<file path="src/go_to_goal_controller_assert.svh">
`ifndef GO_TO_GOAL_CONTROLLER_ASSERT_SVH
`define GO_TO_GOAL_CONTROLLER_ASSERT_SVH

// Combinational implication, checked at every edge out of reset.
`define GTG_ASSERT_HOLDS(lbl, clk, rst_n, cond, prop, msg) \
    lbl: assert property (@(posedge clk) disable iff (!rst_n) (cond) |-> (prop)) \
        else $error(msg);

// Next-cycle implication.
`define GTG_ASSERT_NEXT(lbl, clk, rst_n, cond, prop, msg) \
    lbl: assert property (@(posedge clk) disable iff (!rst_n) (cond) |=> (prop)) \
        else $error(msg);

`endif

</file>
<file path="src/gtg_pkg.sv">
package gtg_pkg;

    localparam int FRAC_BITS     = 10;
    localparam int CORDIC_STAGES = 16;

    localparam int POS_W  = 16;
    localparam int DIFF_W = POS_W + 1;
    localparam int OUT_W  = 15;
    localparam int GAIN_W = 16;

    // distance path
    localparam int SQX_W  = 2 * DIFF_W - 2;
    localparam int SQ_W   = SQX_W + 1;
    localparam int ROOT_W = (SQ_W + 1) / 2;
    localparam int SQP_W  = 2 * ROOT_W;
    localparam int REM_W  = ROOT_W + 2;
    localparam int PROD_W = GAIN_W + ROOT_W;
    localparam int SPD_W  = PROD_W - FRAC_BITS;

    localparam int NEAR_TH = ((1 << FRAC_BITS) + 5) / 10;
    localparam int TURN_TH = ((2 << FRAC_BITS) + 5) / 10;
    localparam logic [SQ_W-1:0] NEAR_SQ = SQ_W'(NEAR_TH * NEAR_TH);

    // bearing path
    localparam int PRESCALE_SH = 20;
    localparam int CW          = 40;
    localparam int ZW          = 34;
    localparam int ERR_W       = ZW + 1;
    localparam int RND_SH      = 30 - FRAC_BITS;
    localparam logic signed [ZW-1:0] RND_HALF = ZW'(64'sd1 << (29 - FRAC_BITS));
    localparam logic signed [ZW-1:0] PI_Q30   = 34'sd3373259426;
    localparam logic [OUT_W-1:0]     SAT_MAX  = {OUT_W{1'b1}};

    localparam logic signed [ZW-1:0] ATAN_Q30 [0:23] = '{
        34'sd843314857, 34'sd497837829, 34'sd263043837, 34'sd133525159,
        34'sd67021687,  34'sd33543516,  34'sd16775851,  34'sd8388437,
        34'sd4194283,   34'sd2097149,   34'sd1048576,   34'sd524288,
        34'sd262144,    34'sd131072,    34'sd65536,     34'sd32768,
        34'sd16384,     34'sd8192,      34'sd4096,      34'sd2048,
        34'sd1024,      34'sd512,       34'sd256,       34'sd128
    };

    // pipeline depths, both units padded to the longer one
    localparam int CO_LAT   = CORDIC_STAGES + 3;
    localparam int SQ_LAT   = ROOT_W + 2;
    localparam int CORE_LAT = (CO_LAT > SQ_LAT) ? CO_LAT : SQ_LAT;

    localparam int CFG_IDX_W = 4;
    typedef enum logic [CFG_IDX_W-1:0] {
        CFG_TARGET_X  = 4'd0,
        CFG_TARGET_Y  = 4'd1,
        CFG_GAIN      = 4'd2,
        CFG_MAX_SPEED = 4'd3
    } gtg_cfg_t;

    typedef struct packed {
        logic             turn;
        logic [OUT_W-1:0] mag;
    } gtg_dir_t;

    typedef struct packed {
        logic              near;
        logic [ROOT_W-1:0] root;
    } gtg_dist_t;

endpackage

</file>
<file path="src/gtg_isqrt.sv">
module gtg_isqrt
    import gtg_pkg::*;
(
    input  logic                     clk,
    input  logic                     en,
    input  logic signed [DIFF_W-1:0] dx,
    input  logic signed [DIFF_W-1:0] dy,
    output gtg_dist_t                dist_info
);

    localparam int PAD = CORE_LAT - SQ_LAT;

    logic [SQX_W-1:0]  sqx_reg, sqy_reg;
    logic [SQP_W-1:0]  n_reg    [0:ROOT_W];
    logic [REM_W-1:0]  rem_reg  [0:ROOT_W];
    logic [ROOT_W-1:0] root_reg [0:ROOT_W];
    logic              near_reg [0:ROOT_W];

    logic [REM_W-1:0]  rem_t     [0:ROOT_W-1];
    logic [REM_W-1:0]  trial     [0:ROOT_W-1];
    logic [REM_W-1:0]  rem_next  [0:ROOT_W-1];
    logic [ROOT_W-1:0] root_next [0:ROOT_W-1];

    logic signed [2*DIFF_W-1:0] px, py;
    logic [SQ_W-1:0]            sum;
    gtg_dist_t                  dist_last;

    assign px  = dx * dx;
    assign py  = dy * dy;
    assign sum = SQ_W'(sqx_reg) + SQ_W'(sqy_reg);

    // two radicand bits per stage, restoring
    always_comb
    begin
        for (int j = 0; j < ROOT_W; j++)
        begin
            rem_t[j] = {rem_reg[j][REM_W-3:0], n_reg[j][SQP_W-1 -: 2]};
            trial[j] = {root_reg[j], 2'b01};
            if (rem_t[j] >= trial[j])
            begin
                rem_next[j]  = rem_t[j] - trial[j];
                root_next[j] = {root_reg[j][ROOT_W-2:0], 1'b1};
            end
            else
            begin
                rem_next[j]  = rem_t[j];
                root_next[j] = {root_reg[j][ROOT_W-2:0], 1'b0};
            end
        end
    end

    always_ff @(posedge clk)
    begin
        if (en)
        begin
            sqx_reg     <= px[SQX_W-1:0];
            sqy_reg     <= py[SQX_W-1:0];
            n_reg[0]    <= SQP_W'(sum);
            rem_reg[0]  <= '0;
            root_reg[0] <= '0;
            near_reg[0] <= (sum <= NEAR_SQ);
            for (int j = 0; j < ROOT_W; j++)
            begin
                n_reg[j+1]    <= {n_reg[j][SQP_W-3:0], 2'b00};
                rem_reg[j+1]  <= rem_next[j];
                root_reg[j+1] <= root_next[j];
                near_reg[j+1] <= near_reg[j];
            end
        end
    end

    always_comb
    begin
        dist_last.near = near_reg[ROOT_W];
        dist_last.root = root_reg[ROOT_W];
    end

    generate
        if (PAD > 0)
        begin : g_pad
            gtg_dist_t pad_reg [0:PAD-1];
            always_ff @(posedge clk)
            begin
                if (en)
                begin
                    pad_reg[0] <= dist_last;
                    for (int k = 1; k < PAD; k++)
                    begin
                        pad_reg[k] <= pad_reg[k-1];
                    end
                end
            end
            assign dist_info = pad_reg[PAD-1];
        end
        else
        begin : g_nopad
            assign dist_info = dist_last;
        end
    endgenerate

endmodule

</file>
<file path="config.mk">
export PLATFORM = sky130hd
export DESIGN_NAME = gtg_isqrt
export DESIGN_NICKNAME = d
export VERILOG_FILES = /design/src/go_to_goal_controller_assert.svh /design/src/gtg_pkg.sv /design/src/gtg_isqrt.sv
export SDC_FILE = /design/constraint.sdc
export NUM_CORES = 2
export LEC_CHECK = 0
export BUFFER_PORTS_ARGS = -buffer_cell sky130_fd_sc_hd__buf_2
export CORE_UTILIZATION = 55
export DETAILED_ROUTE_END_ITERATION = 10
export MAX_ROUTING_LAYER = met4
export PLACE_DENSITY = 0.83
export SLEW_MARGIN = 20
export SYNTH_ARGS = -nofsm -noshare
export SYNTH_HDL_FRONTEND = slang
export SYNTH_SLANG_ARGS = --single-unit
</file>
<file path="constraint.sdc">
create_clock -name clk -period 13.38 [get_ports clk]
set_input_delay 2.676 -clock clk [delete_from_list [all_inputs] [get_ports clk]]
set_output_delay 2.676 -clock clk [all_outputs]
set_load 0.02 [all_outputs]
</file>
-- Yosys cells after proc, flatten, opt, wreduce, memory -nomap -nowiden
Memories as Yosys holds them, arrays and structs flattened.
Index checks and enable logic that the tools add are counted.
- memories kept: 4
- flip-flop bits (word level): 64
- input port bits: 36
- memory bits (writable): 1278
- memory list (name ; depth ; width ; rd ports ; clocked after Yosys merged registers in ; write ports ; line ; source):
    n_reg ; 18 ; 34 ; 17 ; 0 ; 18 ; gtg_isqrt.sv:14 ; logic [SQP_W-1:0] n_reg [0:ROOT_W];
    rem_reg ; 18 ; 19 ; 17 ; 0 ; 18 ; gtg_isqrt.sv:15 ; logic [REM_W-1:0] rem_reg [0:ROOT_W];
    root_reg ; 18 ; 17 ; 18 ; 0 ; 18 ; gtg_isqrt.sv:16 ; logic [ROOT_W-1:0] root_reg [0:ROOT_W];
    near_reg ; 18 ; 1 ; 18 ; 0 ; 18 ; gtg_isqrt.sv:17 ; logic near_reg [0:ROOT_W];
- mux-type cells: 36
- $add $sub $neg: 18
- order comparisons: 18
- multiply operators: 2
- operators with widths (kind ; number):
    19-bit >= comparator ; 17
    19-bit 2-to-1 mux ; 17
    19-bit subtractor ; 17
    17-bit by 17-bit multiplier with 32-bit output ; 2
    32-bit by 32-bit adder with 33-bit output ; 1
    33-bit by 14-bit <= comparator with 1-bit output, second input constant ; 1
    1-bit 2-to-1 mux ; 19

-- Longest topological paths before layout
An unclocked memory read counts as a cell.
- depth after elaboration: 3
- mapped depth: 25

-- Least setup slack after synthesis
OpenSTA, ideal clock, no wires.
- path kind: input to register
- from: input port dy[5]
- to: register sqy_reg[31], data pin
- data arrival time: 8.369 ns
- path slack: 4.751 ns
- stages: 24
- buffers on the path: 2
- library setup time: 0.260 ns
- path through: clkbuf_1 -> clkbuf_1 -> nand2_1 -> fa_1 -> inv_1 -> fa_1 -> inv_1 -> fa_1 -> inv_1 -> fa_1 -> fa_1 -> inv_1 -> fa_1 -> inv_1 -> ha_1 -> and4_1 -> and4_1 -> a221oi_1 -> a21oi_1 -> nor3_1 -> nor2_1 -> a211o_1 -> a21oi_1 -> xnor2_1
- longest elaborated chain between the ends: 1
- ends and longest elaborated chain (item ; line ; source):
    from (decl) ; gtg_isqrt.sv:7 ; input logic signed [DIFF_W-1:0] dy,
    17-bit by 17-bit multiplier with 32-bit output ; gtg_isqrt.sv:29 ; assign py = dy * dy;
    via py[31] ; gtg_isqrt.sv:24 ; logic signed [2*DIFF_W-1:0] px, py;
    to (signal assigned) ; gtg_isqrt.sv:57 ; sqy_reg <= py[SQX_W-1:0];
    to (decl) ; gtg_isqrt.sv:13 ; logic [SQX_W-1:0] sqx_reg, sqy_reg;
The timed path passes the listed nets, and every way through them passes these cells.
A chain may end at the register's enable or synchronous reset.

-- Worst setup path after layout
- from: input port dy[7]
- to: register sqy_reg[31], data pin
The elaborated chain is that of the path after synthesis.

==> out/summary.md <==
- finished clean — outcome
- 0.4382 — share of Yosys cell area claimed by the top area cell type
- input port — Critical Path Source Type
- 0 — remaining global-route overflow
- 8930 ps — arrival time of the worst setup path
- 11.77 sq um — synthesized area divided by synthesized cell count
- 3 — number of levels in the clock H-tree
- 788 — count of flip-flops with a built-in enable after synthesis
- 640 ps — worst-skew pair later-pin latency
- 5.462 — post-detailed-route via-to-cell ratio
- reg -> reg — class of the tightest hold or removal check
- dy[7] — launch point of the critical path
- 5568 — Total Nets Final
- 13760 ps — Worst EP required
- 891 x sky130_fd_sc_hd__inv_1, 788 x sky130_fd_sc_hd__edfxtp_1, 512 x sky130_fd_sc_hd__fa_1, 369 x sky130_fd_sc_hd__ha_1, 304 x sky130_fd_sc_hd__nand2_1 — most used standard cells in the synthesized netlist
- sky130_fd_sc_hd__edfxtp_1 — Post-synth top flop
- 0.04820 — fraction of final layout cells with drive strength greater than 1
- 3 — Bufs on Longest Clock Path
- yes — clock tree from TritonCTS
- 0 — hold buffer count at CTS
- 0.05564 sq mm — placed cell area
- 4207 ps — worst-case setup slack after placement
- sky130_fd_sc_hd__edfxtp_1 44%, sky130_fd_sc_hd__fa_1 19%, sky130_fd_sc_hd__ha_1 8.5% — ranking of synthesized cells by area
- 0 ps — final setup TNS
- 0.9180 — weighted congestion reported at the end of routability-driven placement
- 0.09699 sq mm — core region area
- 0 — count of final max-slew check failures
- 22.79 ps — largest clock skew in the final design
- 0.2188 — global router's overall resource usage
- 0.2634 — relative slew slack
- 194 — largest net degree at the start of global routing
- 1105 ps — Worst-Margin Slew
- root_reg[14][0] — FF-to-FF Start
- 0 — Final ANT Viol Nets
- 9590 ps — R2R Setup Slk
- 0.09945 sq mm — Die Area
- 788 — flops & latches, synth
- 0 — number of setup violations in the final report
- 788 — Sink Count
- 0 — DRC errors left
- 34600 — number of global-route vias before repair
- 77330 um — HPWL after DPL
- 0.4382 — sequential cell area fraction in the yosys report
- 315.4 um — Die Span X
- 102500 um — total routed wirelength
- 0 — Syn. warnings
- 18 — Worst Path Max Fanout
- 0 — Max Cap Violations
- 116.9 MHz — peak clock frequency supported by timing
- 8 — drt first pass iters
- 54 — number of top-level pins
- 0.05808 sq mm — design area
- 7.539% — synthesis-to-finish area growth
- 0 — post-CTS resize count
- 0 — final number of hold-violating endpoints
- 53 — Port-buffer cells
- 0.5568 — Initial Util
- 77 — number of buffers created by CTS
- flop — CP endpoint kind
- 114 — number of core rows
- 2202 — Iter 0 DRT Violations
- 70 ps — clock-pin slew of the registers on the worst-case setup and hold paths
- 0 — Post-synth ARST share
- 17.11 um — Avg WL per Cell
- 0.5988 — utilization of the core after routing
- false — RSZ-0062 raised after global routing
- 4822 ps — Final WS setup
- 0.6396 — crit share post-route
- sky130_fd_sc_hd__inv_1 — most used standard cell by instance count after synthesis
- 4588 — Synth Instances
- 0 — count of buffers added by post-CTS timing repair for setup
- 5505 — post-synthesis net count
- n_reg[11][28] — origin of the worst min-delay path
- 167700 um — wire length of the first global-routing pass
- sky130_fd_sc_hd__clkbuf_16 — cell chosen for the clock root
- 32700 — via count
- 305 — number of flip-flops in the largest register
- sky130_fd_sc_hd__edfxtp_1 — largest area contributor in the synthesized netlist
- 1 — initial antenna violation count
- 0.05400 sq mm — combined area of all synthesized cells
- 86 — number of unique standard cell types used by synthesis
- 8558 ps — post-layout min period
- in -> reg — WS Path Type
- 315.4 um — die height
[layout make-up]
| class | instances | area, sq um |
|---|---|---|
| Multi-Input combinational cell | 2832 | 26680 |
| Inverter | 892 | 3348 |
| Sequential cell | 788 | 23660 |
| Fill cell | 7334 | 38920 |
| Clock buffer | 93 | 2008 |
| Clock inverter | 45 | 425.4 |
| Tap cell | 1276 | 1597 |
| Antenna cell | 1 | 2.502 |
| Timing Repair Buffer | 60 | 352.8 |
[per-layer routing]
metal	GRT usage	up-vias	share of wire
met5	-	-	0
met4	0.1144	0	0.055
met3	0.02958	312	0.040
met2	0.3993	831	0.54
met1	0.2283	16130	0.36
li1	-	15430	-
[path summary, 6_finish.rpt]
kind	cells past startpoint	end
min reg2reg	0	n_reg[12][30]
min	0	n_reg[12][30]
max reg2reg	10	rem_reg[15][4]
max	23	sqy_reg[31]
[cell families (layout without fill, tap and decap cells)]
family                     count (synthesis)  after routing  share of synthesized area
xor gates and xnor gates                 287            287                    0.04655
buffers and inverters                    968           1090                    0.06781
and+or+nand+nor                         1018           1018                    0.09286
muxes                                     37             37                   0.007599
other                                      1              2                 0.00006944
DFF                                      788            788                     0.4382
adders and majority gates                881            881                     0.2753
AOI/OAI and AO/OA                        608            608                    0.07166
[stage by stage]
step	hold slack, ps	instances
after floorplan	400.3	4588
after global placement	400.2	5848
after detailed placement	404.5	5848
after CTS	411.6	5986
after global routing	417.9	5987
final	411.7	5987
[critical path: stages]
cell	delay, ps
sky130_fd_sc_hd__buf_2	350
sky130_fd_sc_hd__nand2_1	150
sky130_fd_sc_hd__fa_1	620
sky130_fd_sc_hd__inv_1	70
sky130_fd_sc_hd__fa_1	500
sky130_fd_sc_hd__inv_1	60
sky130_fd_sc_hd__fa_1	530
sky130_fd_sc_hd__inv_1	50
sky130_fd_sc_hd__fa_1	450
sky130_fd_sc_hd__fa_1	490
sky130_fd_sc_hd__inv_1	50
sky130_fd_sc_hd__fa_1	470
sky130_fd_sc_hd__inv_1	40
sky130_fd_sc_hd__ha_1	340
sky130_fd_sc_hd__and4_1	280
sky130_fd_sc_hd__and4_1	240
sky130_fd_sc_hd__a221oi_1	430
sky130_fd_sc_hd__a21oi_1	200
sky130_fd_sc_hd__nor3_1	290
sky130_fd_sc_hd__nor2_1	120
sky130_fd_sc_hd__a211o_1	260
sky130_fd_sc_hd__a21oi_1	170
sky130_fd_sc_hd__xnor2_1	90
[layout by cell type (no fill, tap or decap), drive strengths merged, types with 113 or more instances in the layout]
cell / instances
inv: 894
edfxtp: 788
fa: 512
ha: 369
nand2: 304
nor2: 230
a21oi: 195
xnor2: 174
o21ai: 142
and2: 114
xor2: 113
Power is left out: the tool's default activity adds up to more than one toggle a clock period on the data nets, which glitch-free logic cannot reach.
